==> src/rtl/address_region_table_defines.svh <==
// assertion macros for the address region table
`ifndef ADDRESS_REGION_TABLE_DEFINES_SVH
`define ADDRESS_REGION_TABLE_DEFINES_SVH
`ifndef SYNTHESIS
`define ART_ASSERT(lbl, prop, msg) \
	lbl: assert property (@(posedge clk) disable iff (!arst_n) prop) else $error(msg);
`define ART_NEVER(lbl, cond, msg) \
	lbl: assert property (@(posedge clk) disable iff (!arst_n) !(cond)) else $error(msg);
`else
`define ART_ASSERT(lbl, prop, msg)
`define ART_NEVER(lbl, cond, msg)
`endif
`endif

==> src/rtl/art_pkg.sv <==
// shared types and codes for the address region table
`default_nettype none
package art_pkg;
	localparam int REGION_SLOTS_DEF = 16;

	localparam logic [1:0] REQ_FIND   = 2'd0;
	localparam logic [1:0] REQ_ADD    = 2'd1;
	localparam logic [1:0] REQ_REMOVE = 2'd2;
	localparam logic [1:0] REQ_UNMAP  = 2'd3;

	localparam logic [2:0] ST_OK        = 3'd0;
	localparam logic [2:0] ST_INVALID   = 3'd1;
	localparam logic [2:0] ST_OVERLAP   = 3'd2;
	localparam logic [2:0] ST_FULL      = 3'd3;
	localparam logic [2:0] ST_NOT_FOUND = 3'd4;

	typedef struct packed {
		logic [63:0] rstart;
		logic [63:0] rend;
		logic [63:0] flags;
		logic [3:0]  kind;
		logic        cow;
	} entry_t;

	// relations between one stored entry and the request
	typedef struct packed {
		logic s_lt_re;
		logic rs_lt_e;
		logic s_lt_rs;
		logic re_lt_e;
		logic s_eq_rs;
		logic e_eq_re;
		logic a_lt_s;
		logic a_lt_e;
	} cmp_t;
endpackage
`default_nettype wire

==> src/rtl/art_mem.sv <==
// region entry storage, one write and one registered read port
`default_nettype none
module art_mem #(
	parameter int DEPTH = art_pkg::REGION_SLOTS_DEF,
	parameter int AW = $clog2(DEPTH)
) (
	input  wire logic            clk,
	input  wire logic            wr_en,
	input  wire logic [AW-1:0]   wr_addr,
	input  wire art_pkg::entry_t wr_data,
	input  wire logic [AW-1:0]   rd_addr,
	output art_pkg::entry_t      rd_data
);
	import art_pkg::*;

	entry_t mem_q [DEPTH];
	entry_t rd_q;

	always_ff @(posedge clk) begin
		if (wr_en) begin
			mem_q[wr_addr] <= wr_data;
		end
		rd_q <= mem_q[rd_addr];
	end

	assign rd_data = rd_q;
endmodule
`default_nettype wire

==> src/rtl/art_cmp.sv <==
// compare unit: one stored entry against the request bounds
`default_nettype none
module art_cmp (
	input  wire art_pkg::entry_t ent,
	input  wire logic [63:0]     addr,
	input  wire logic [63:0]     rs,
	input  wire logic [63:0]     re,
	output art_pkg::cmp_t        rel
);
	import art_pkg::*;

	always_comb begin
		rel.s_lt_re = ent.rstart < re;
		rel.rs_lt_e = rs < ent.rend;
		rel.s_lt_rs = ent.rstart < rs;
		rel.re_lt_e = re < ent.rend;
		rel.s_eq_rs = ent.rstart == rs;
		rel.e_eq_re = ent.rend == re;
		rel.a_lt_s  = addr < ent.rstart;
		rel.a_lt_e  = addr < ent.rend;
	end
endmodule
`default_nettype wire

==> src/rtl/address_region_table.sv <==
// address region table: top level with the scan sequencer
// Each request walks the slot table one entry at a time through a single
// compare unit; an occupied slot is read and then evaluated, a free slot only
// read. Find and remove stop at the first match; add stops at the first overlap,
// else scans all slots; unmap scans twice, once to find an enclosing region and
// a free slot and once to trim, delete or split (only once if the range lies
// inside a region and no slot is free). An empty add or unmap range, or an add
// at zero, is rejected before the scan. The block takes no new transaction until the result has been taken.
`default_nettype none
module address_region_table #(
	parameter int REGION_SLOTS = art_pkg::REGION_SLOTS_DEF
) (
	input  wire logic        clk,
	input  wire logic        arst_n,
	input  wire logic        in_valid,
	output logic             in_ready,
	input  wire logic [1:0]  req_type,
	input  wire logic [63:0] query_addr,
	input  wire logic [63:0] range_start,
	input  wire logic [63:0] range_end,
	input  wire logic [63:0] new_flags,
	input  wire logic [3:0]  new_kind,
	output logic             out_valid,
	input  wire logic        out_ready,
	output logic [2:0]       status,
	output logic [63:0]      hit_start,
	output logic [63:0]      hit_end,
	output logic [63:0]      hit_flags,
	output logic [3:0]       hit_kind,
	output logic             hit_cow
);
	import art_pkg::*;
	`include "address_region_table_defines.svh"

	localparam int IW = $clog2(REGION_SLOTS);
	localparam logic [IW-1:0] LAST = IW'(REGION_SLOTS - 1);

	localparam logic [2:0] S_IDLE = 3'd0;
	localparam logic [2:0] S_CHK  = 3'd1;
	localparam logic [2:0] S_RD   = 3'd2;
	localparam logic [2:0] S_EV   = 3'd3;
	localparam logic [2:0] S_WR2  = 3'd4;
	localparam logic [2:0] S_FIN  = 3'd5;
	localparam logic [2:0] S_DONE = 3'd6;

	logic [2:0]              state_q;
	logic [REGION_SLOTS-1:0] valid_q;
	logic [IW-1:0]           idx_q, free_q;
	logic                    free_vld_q, encl_q, ph_q;
	logic [1:0]              req_q;
	logic [63:0]             addr_q, rs_q, re_q, flags_q;
	logic [3:0]              kind_q;

	entry_t rd_data, wr_data;
	logic   wr_en;
	logic [IW-1:0] wr_addr;
	cmp_t   rel;

	art_mem #(.DEPTH(REGION_SLOTS), .AW(IW)) u_mem (
		.clk(clk), .wr_en(wr_en), .wr_addr(wr_addr), .wr_data(wr_data),
		.rd_addr(idx_q), .rd_data(rd_data)
	);

	art_cmp u_cmp (
		.ent(rd_data), .addr(addr_q), .rs(rs_q), .re(re_q), .rel(rel)
	);

	logic ovl, cover_l, cover_r, encl, fhit, rhit;
	always_comb begin
		ovl     = rel.s_lt_re && rel.rs_lt_e;
		cover_l = !rel.s_lt_rs;
		cover_r = !rel.re_lt_e;
		encl    = rel.s_lt_rs && rel.re_lt_e;
		fhit    = !rel.a_lt_s && rel.a_lt_e;
		rhit    = rel.s_eq_rs && rel.e_eq_re;
	end

	// entry writes: trims and split in the second unmap pass, add at the end
	always_comb begin
		wr_en   = 1'b0;
		wr_addr = idx_q;
		wr_data = rd_data;
		case (state_q)
			S_EV: begin
				if (req_q == REQ_UNMAP && ph_q && ovl && !(cover_l && cover_r)) begin
					wr_en = 1'b1;
					if (cover_l) begin
						wr_data.rstart = re_q;
					end else begin
						wr_data.rend = rs_q;
					end
				end
			end
			S_WR2: begin
				wr_en          = 1'b1;
				wr_addr        = free_q;
				wr_data.rstart = re_q;
			end
			S_FIN: begin
				if (req_q == REQ_ADD && free_vld_q) begin
					wr_en   = 1'b1;
					wr_addr = free_q;
					wr_data = '{rstart: rs_q, rend: re_q, flags: flags_q,
						kind: kind_q, cow: 1'b0};
				end
			end
			default: ;
		endcase
	end

	always_ff @(posedge clk or negedge arst_n) begin
		if (!arst_n) begin
			state_q    <= S_IDLE;
			valid_q    <= '0;
			idx_q      <= '0;
			free_q     <= '0;
			free_vld_q <= 1'b0;
			encl_q     <= 1'b0;
			ph_q       <= 1'b0;
		end else begin
			case (state_q)
				S_IDLE: begin
					if (in_valid) begin
						state_q    <= S_CHK;
						idx_q      <= '0;
						free_vld_q <= 1'b0;
						encl_q     <= 1'b0;
						ph_q       <= 1'b0;
					end
				end
				S_CHK: begin
					if ((req_q == REQ_ADD || req_q == REQ_UNMAP) &&
						(re_q <= rs_q || (req_q == REQ_ADD && rs_q == '0))) begin
						state_q <= S_DONE;
					end else begin
						state_q <= S_RD;
					end
				end
				S_RD: begin
					if (valid_q[idx_q] && !(ph_q && encl_q && idx_q == free_q)) begin
						state_q <= S_EV;
					end else begin
						if (!valid_q[idx_q] && !free_vld_q && !ph_q) begin
							free_q     <= idx_q;
							free_vld_q <= 1'b1;
						end
						if (idx_q == LAST) begin
							state_q <= S_FIN;
						end else begin
							idx_q <= idx_q + 1'b1;
						end
					end
				end
				S_EV: begin
					if ((req_q == REQ_FIND && fhit) || (req_q == REQ_ADD && ovl)) begin
						state_q <= S_DONE;
					end else if (req_q == REQ_REMOVE && rhit) begin
						valid_q[idx_q] <= 1'b0;
						state_q        <= S_DONE;
					end else if (req_q == REQ_UNMAP && ph_q && ovl && cover_l && cover_r) begin
						valid_q[idx_q] <= 1'b0;
						state_q <= (idx_q == LAST) ? S_FIN : S_RD;
						idx_q   <= idx_q + 1'b1;
					end else if (req_q == REQ_UNMAP && ph_q && ovl && !cover_l && !cover_r) begin
						valid_q[free_q] <= 1'b1;
						state_q         <= S_WR2;
					end else begin
						if (req_q == REQ_UNMAP && !ph_q && encl) begin
							encl_q <= 1'b1;
						end
						state_q <= (idx_q == LAST) ? S_FIN : S_RD;
						idx_q   <= idx_q + 1'b1;
					end
				end
				S_WR2: begin
					state_q <= (idx_q == LAST) ? S_FIN : S_RD;
					idx_q   <= idx_q + 1'b1;
				end
				S_FIN: begin
					if (req_q == REQ_ADD && free_vld_q) begin
						valid_q[free_q] <= 1'b1;
					end
					if (req_q == REQ_UNMAP && !ph_q && !(encl_q && !free_vld_q)) begin
						ph_q    <= 1'b1;
						idx_q   <= '0;
						state_q <= S_RD;
					end else begin
						state_q <= S_DONE;
					end
				end
				S_DONE: begin
					if (out_ready) begin
						state_q <= S_IDLE;
					end
				end
				default: state_q <= S_IDLE;
			endcase
		end
	end

	// request capture and result registers
	always_ff @(posedge clk) begin
		case (state_q)
			S_IDLE: begin
				req_q     <= req_type;
				addr_q    <= query_addr;
				rs_q      <= range_start;
				re_q      <= range_end;
				flags_q   <= new_flags;
				kind_q    <= new_kind;
				status    <= ST_OK;
				hit_start <= '0;
				hit_end   <= '0;
				hit_flags <= '0;
				hit_kind  <= '0;
				hit_cow   <= 1'b0;
			end
			S_CHK: status <= ST_INVALID;
			S_EV: begin
				if (req_q == REQ_FIND && fhit) begin
					status    <= ST_OK;
					hit_start <= rd_data.rstart;
					hit_end   <= rd_data.rend;
					hit_flags <= rd_data.flags;
					hit_kind  <= rd_data.kind;
					hit_cow   <= rd_data.cow;
				end else if (req_q == REQ_ADD && ovl) begin
					status <= ST_OVERLAP;
				end else if (req_q == REQ_REMOVE && rhit) begin
					status <= ST_OK;
				end
			end
			S_FIN: begin
				case (req_q)
					REQ_FIND, REQ_REMOVE: status <= ST_NOT_FOUND;
					REQ_ADD: begin
						if (free_vld_q) begin
							status    <= ST_OK;
							hit_start <= rs_q;
							hit_end   <= re_q;
							hit_flags <= flags_q;
							hit_kind  <= kind_q;
						end else begin
							status <= ST_FULL;
						end
					end
					default: status <= (!ph_q && encl_q && !free_vld_q) ? ST_FULL : ST_OK;
				endcase
			end
			default: ;
		endcase
	end

	assign in_ready  = (state_q == S_IDLE);
	assign out_valid = (state_q == S_DONE);

	`ART_ASSERT(a_busy_after_accept, (in_valid && in_ready) |=> !in_ready, "ready while busy")
	`ART_NEVER(a_write_idle, wr_en && (state_q == S_IDLE || state_q == S_DONE), "write when idle")
	`ART_ASSERT(a_split_has_slot, (state_q == S_WR2) |-> (encl_q && free_vld_q), "split without slot")
endmodule
`default_nettype wire
==> config.mk <==
export PLATFORM = sky130hd
export DESIGN_NAME = address_region_table
export DESIGN_NICKNAME = d
export VERILOG_FILES = /design/src/rtl/art_pkg.sv /design/src/rtl/art_mem.sv /design/src/rtl/art_cmp.sv /design/src/rtl/address_region_table.sv
export VERILOG_INCLUDE_DIRS = /design/src /design/src/rtl
export SDC_FILE = /design/constraint.sdc
export NUM_CORES = 2
export LEC_CHECK = 0
export BUFFER_PORTS_ARGS = -buffer_cell sky130_fd_sc_hd__clkbuf_2
export CORE_MARGIN = 4
export CORE_UTILIZATION = 56
export CTS_CLUSTER_SIZE = 24
export DETAILED_ROUTE_END_ITERATION = 16
export GPL_TIMING_DRIVEN = 0
export PLACE_DENSITY_LB_ADDON = 0.12
export REMOVE_ABC_BUFFERS = 1
export SETUP_SLACK_MARGIN = 0.5
export SLEW_MARGIN = 20
export SYNTH_ARGS = -nofsm -noshare
export SYNTH_HDL_FRONTEND = slang
export SYNTH_SLANG_ARGS = --single-unit
==> constraint.sdc <==
create_clock -name clk -period 24.3 [get_ports clk]
set_input_delay 1.215 -clock clk [delete_from_list [all_inputs] [get_ports clk]]
set_output_delay 1.215 -clock clk [all_outputs]
set_load 0.05 [all_outputs]
==> out/results.ini <==
[status]
outcome=finished, final reports clean

[clock_network]
clk_path_buf_depth=4
hold_buffers=0
cts_resized=0
clock_latency_ns=0.94
cts_made_buffers=382
cts_root_buf=clkbuf_16
clock_sinks=3841
cts_max_level=5
cts_tree=done
cts_setup_buffers=0
cts.clk_slew.worst_paths_ns=0.06

[cells_and_area]
layout-area-overhead-vs-synth_pct=17.91
drive_gt1_share_pct=30.48
fin_nets=9333
multi_input_area_um2=37550
fillers=17441
final-seq-area_um2=113200

[global_route]
grt_pass1_wl_um=603900
grt_overflow=0
grt_max_degree=56
antenna_found_initial=11
grt_use_total_pct=30.09
grt_pass1_vias=82800

[sta]
min_period_ns=7.039
worst_pin_slew_ns=1.373
fin_skew_ns=0.04162
max_slew_margin_pct=7.910
drv_slew=0
period_share_pct=28.97
fmax_mhz=142.1
hold_viol=0
rsz0062_at_grt=false
timing.hold.ws_ns=0.3845
tns_ns=0
setup_slack_ns=17.26
setup_viol=0

[logic_synthesis]
yosysMostFrequentCell=edfxtp_1
synth_edf_count=3614
synthArstFlopShare_pct=0.7810
yosysTopAreaCellShare_pct=70.99
syn_inst=7485
ys_ff_latch=3841
seq_area_frac_synth_pct=74.06
syn_avg_cell_area_um2=20.42
synth_area_leader_cell=edfxtp_1
ys_warn_count=0
synthFlopType=edfxtp_1
synth_cell_types=76
yosys-top-cells-count=edfxtp_1, mux4_2, ha_1
synth_area_um2=152900
netlist_top_cells_area=edfxtp_1, mux4_2, ha_1, dfxtp_1, nand2_1

[setup_path]
crit_required_ns=24.92
rr_endpoint=u_mem.mem_q[7][7]
timing.critical_path.cells=inv_1, ha_1, nand4_1, o2111ai_1, a211oi_1, o211ai_1, o21bai_1, a32oi_1, nor3_2, buf_6, buf_6, buf_4, buf_4, buf_6, buf_4, buf_6, buf_4
endpoint_kind=flop
cp-startpoint=rs_q[4]
r2r_setup_slack_ns=17.26
rr_startpoint=rs_q[4]
r2r_cells=17
path_max_fanout=7
crit_arrival_ns=7.66
worst_path_largest_cell_delay_ns=1.14
slowest_stage=a211oi_1
path_class=flop to flop
endpoint=u_mem.mem_q[7][7]
critPathLaunchType=flop

[floorplanning]
die_area_um2=281400
die_y_um=530.5
die_w_um=530.5
io_pins=468
start_util_pct=56.36
core_area_um2=271200
rows=191

[place]
hpwlAfterDp_um=293000
portBuffers=467
dpl_worst_slack_ns=17.57
gp_congestion=0.9193

[drt]
vias=82392
wl_um=423300
drt_iter0_drc=10993
drtPass1Iterations=6
route.detailed.drc=0
wl_per_cell_um=33.78
viasPerCell=6.576
drtAntennaViolNets=0

[power]
powerDensity_nw_per_um2=122.2
ir_worst_vdd_mv=0.07158
leakage_nw=61.37
power_mw=22.03

[flow_run]
maxCapViolations=0

[hold_path]
worstHoldPathType=input pin to asynchronous set/reset pin

-- critical path: cells and delay by family, from the launching register on --
kind / cells / cell delay [ns]
compound gates: 5 / 2.29
flops: 1 / 1.05
fa+ha+maj: 1 / 0.40
buf+inv: 9 / 1.94
simple gates: 2 / 1.04
-- cell usage in the layout (no fill, tap or decap), types with 76 or more instances in the layout --
cell type and n:
a21oi_1 162, a221o_1 119, buf_12 87, buf_16 135
buf_4 294, buf_6 76, clkbuf_1 80, clkbuf_16 396
clkbuf_2 467, dfxtp_1 197, edfxtp_1 3614, ha_1 448
inv_1 286, mux4_2 990, nand2_1 335, nand4_1 95
nor2_1 163, o22ai_1 129
-- flip-flops by register name, indices dropped and copies added, names as in the netlist --
| register | cells |
|---|---|
| valid_q | 16 |
| hit_end | 64 |
| ph_q | 1 |
| kind_q | 4 |
| hit_kind | 4 |
| free_q | 4 |
| u_mem.mem_q | 3152 |
| addr_q | 64 |
| hit_start | 64 |
| state_q | 3 |
| encl_q | 1 |
| flags_q | 64 |
| idx_q | 4 |
| status | 3 |
| rs_q | 64 |
| hit_cow | 1 |
| hit_flags | 64 |
| u_mem.rd_data | 197 |
| re_q | 64 |
| req_q | 2 |
| free_vld_q | 1 |
-- per-layer routing --
layer / vias up / wire [µm] / GRT usage, %
met2: 4531 / 199600 / 46.82
met3: 951 / 37900 / 5.083
met5: - / 39 / 0
met1: 43326 / 162500 / 42.25
met4: 6 / 23250 / 14.20
li1: 33578 / - / -
-- per-stage QoR --
stage	util, %	area (µm²)	cells
after floorplan	-	151500	7148
final	66.46	180300	12529
after global placement	58.38	158300	11185
after CTS	66.44	180200	12519
after global routing	66.45	180200	12522
after detailed placement	61.72	167400	11805
-- layout make-up --
class | count | area share [%]
sequential | 3841 | 62.82
timing repair buffer | 1087 | 6.160
clock inverter | 202 | 1.164
clock buffer | 512 | 5.939
antenna | 10 | 0.01388
tap | 3570 | 2.478
inverter | 287 | 0.5976
multi-input combinational | 3020 | 20.83
-- power by group --
group	switching, mW	internal, mW	leakage (nW)
Clock	2.49	3.49	6.25
Combinational	4.07	2.44	20.3
Sequential	0.632	8.91	34.8
-- how the worst min path moves through the flow --
stage | end | slack, ns
detailed placement | valid_q[0] | 0.48
global placement | valid_q[12] | 0.47
global route | state_q[0] | 0.41
floorplan | valid_q[0] | 0.45
CTS | state_q[0] | 0.33
finish | state_q[0] | 0.38
-- logic make-up (layout without fill, tap and decap cells) --
group                    count (synthesis)  after routing  share of synthesized area, %
AO/OA/AOI/OAI                          767            767                         3.607
buffers and inverters                  624           2088                         1.584
flip-flops                            3841           3841                         74.06
other                                    0             10                             0
multiplexers                           999            999                         14.65
AND/OR/NAND/NOR                        801            801                         2.409
XOR/XNOR                                 5              5                       0.02864
adder cells (fa/ha/maj)                448            448                         3.667
Power figures use the tool's default switching activity.
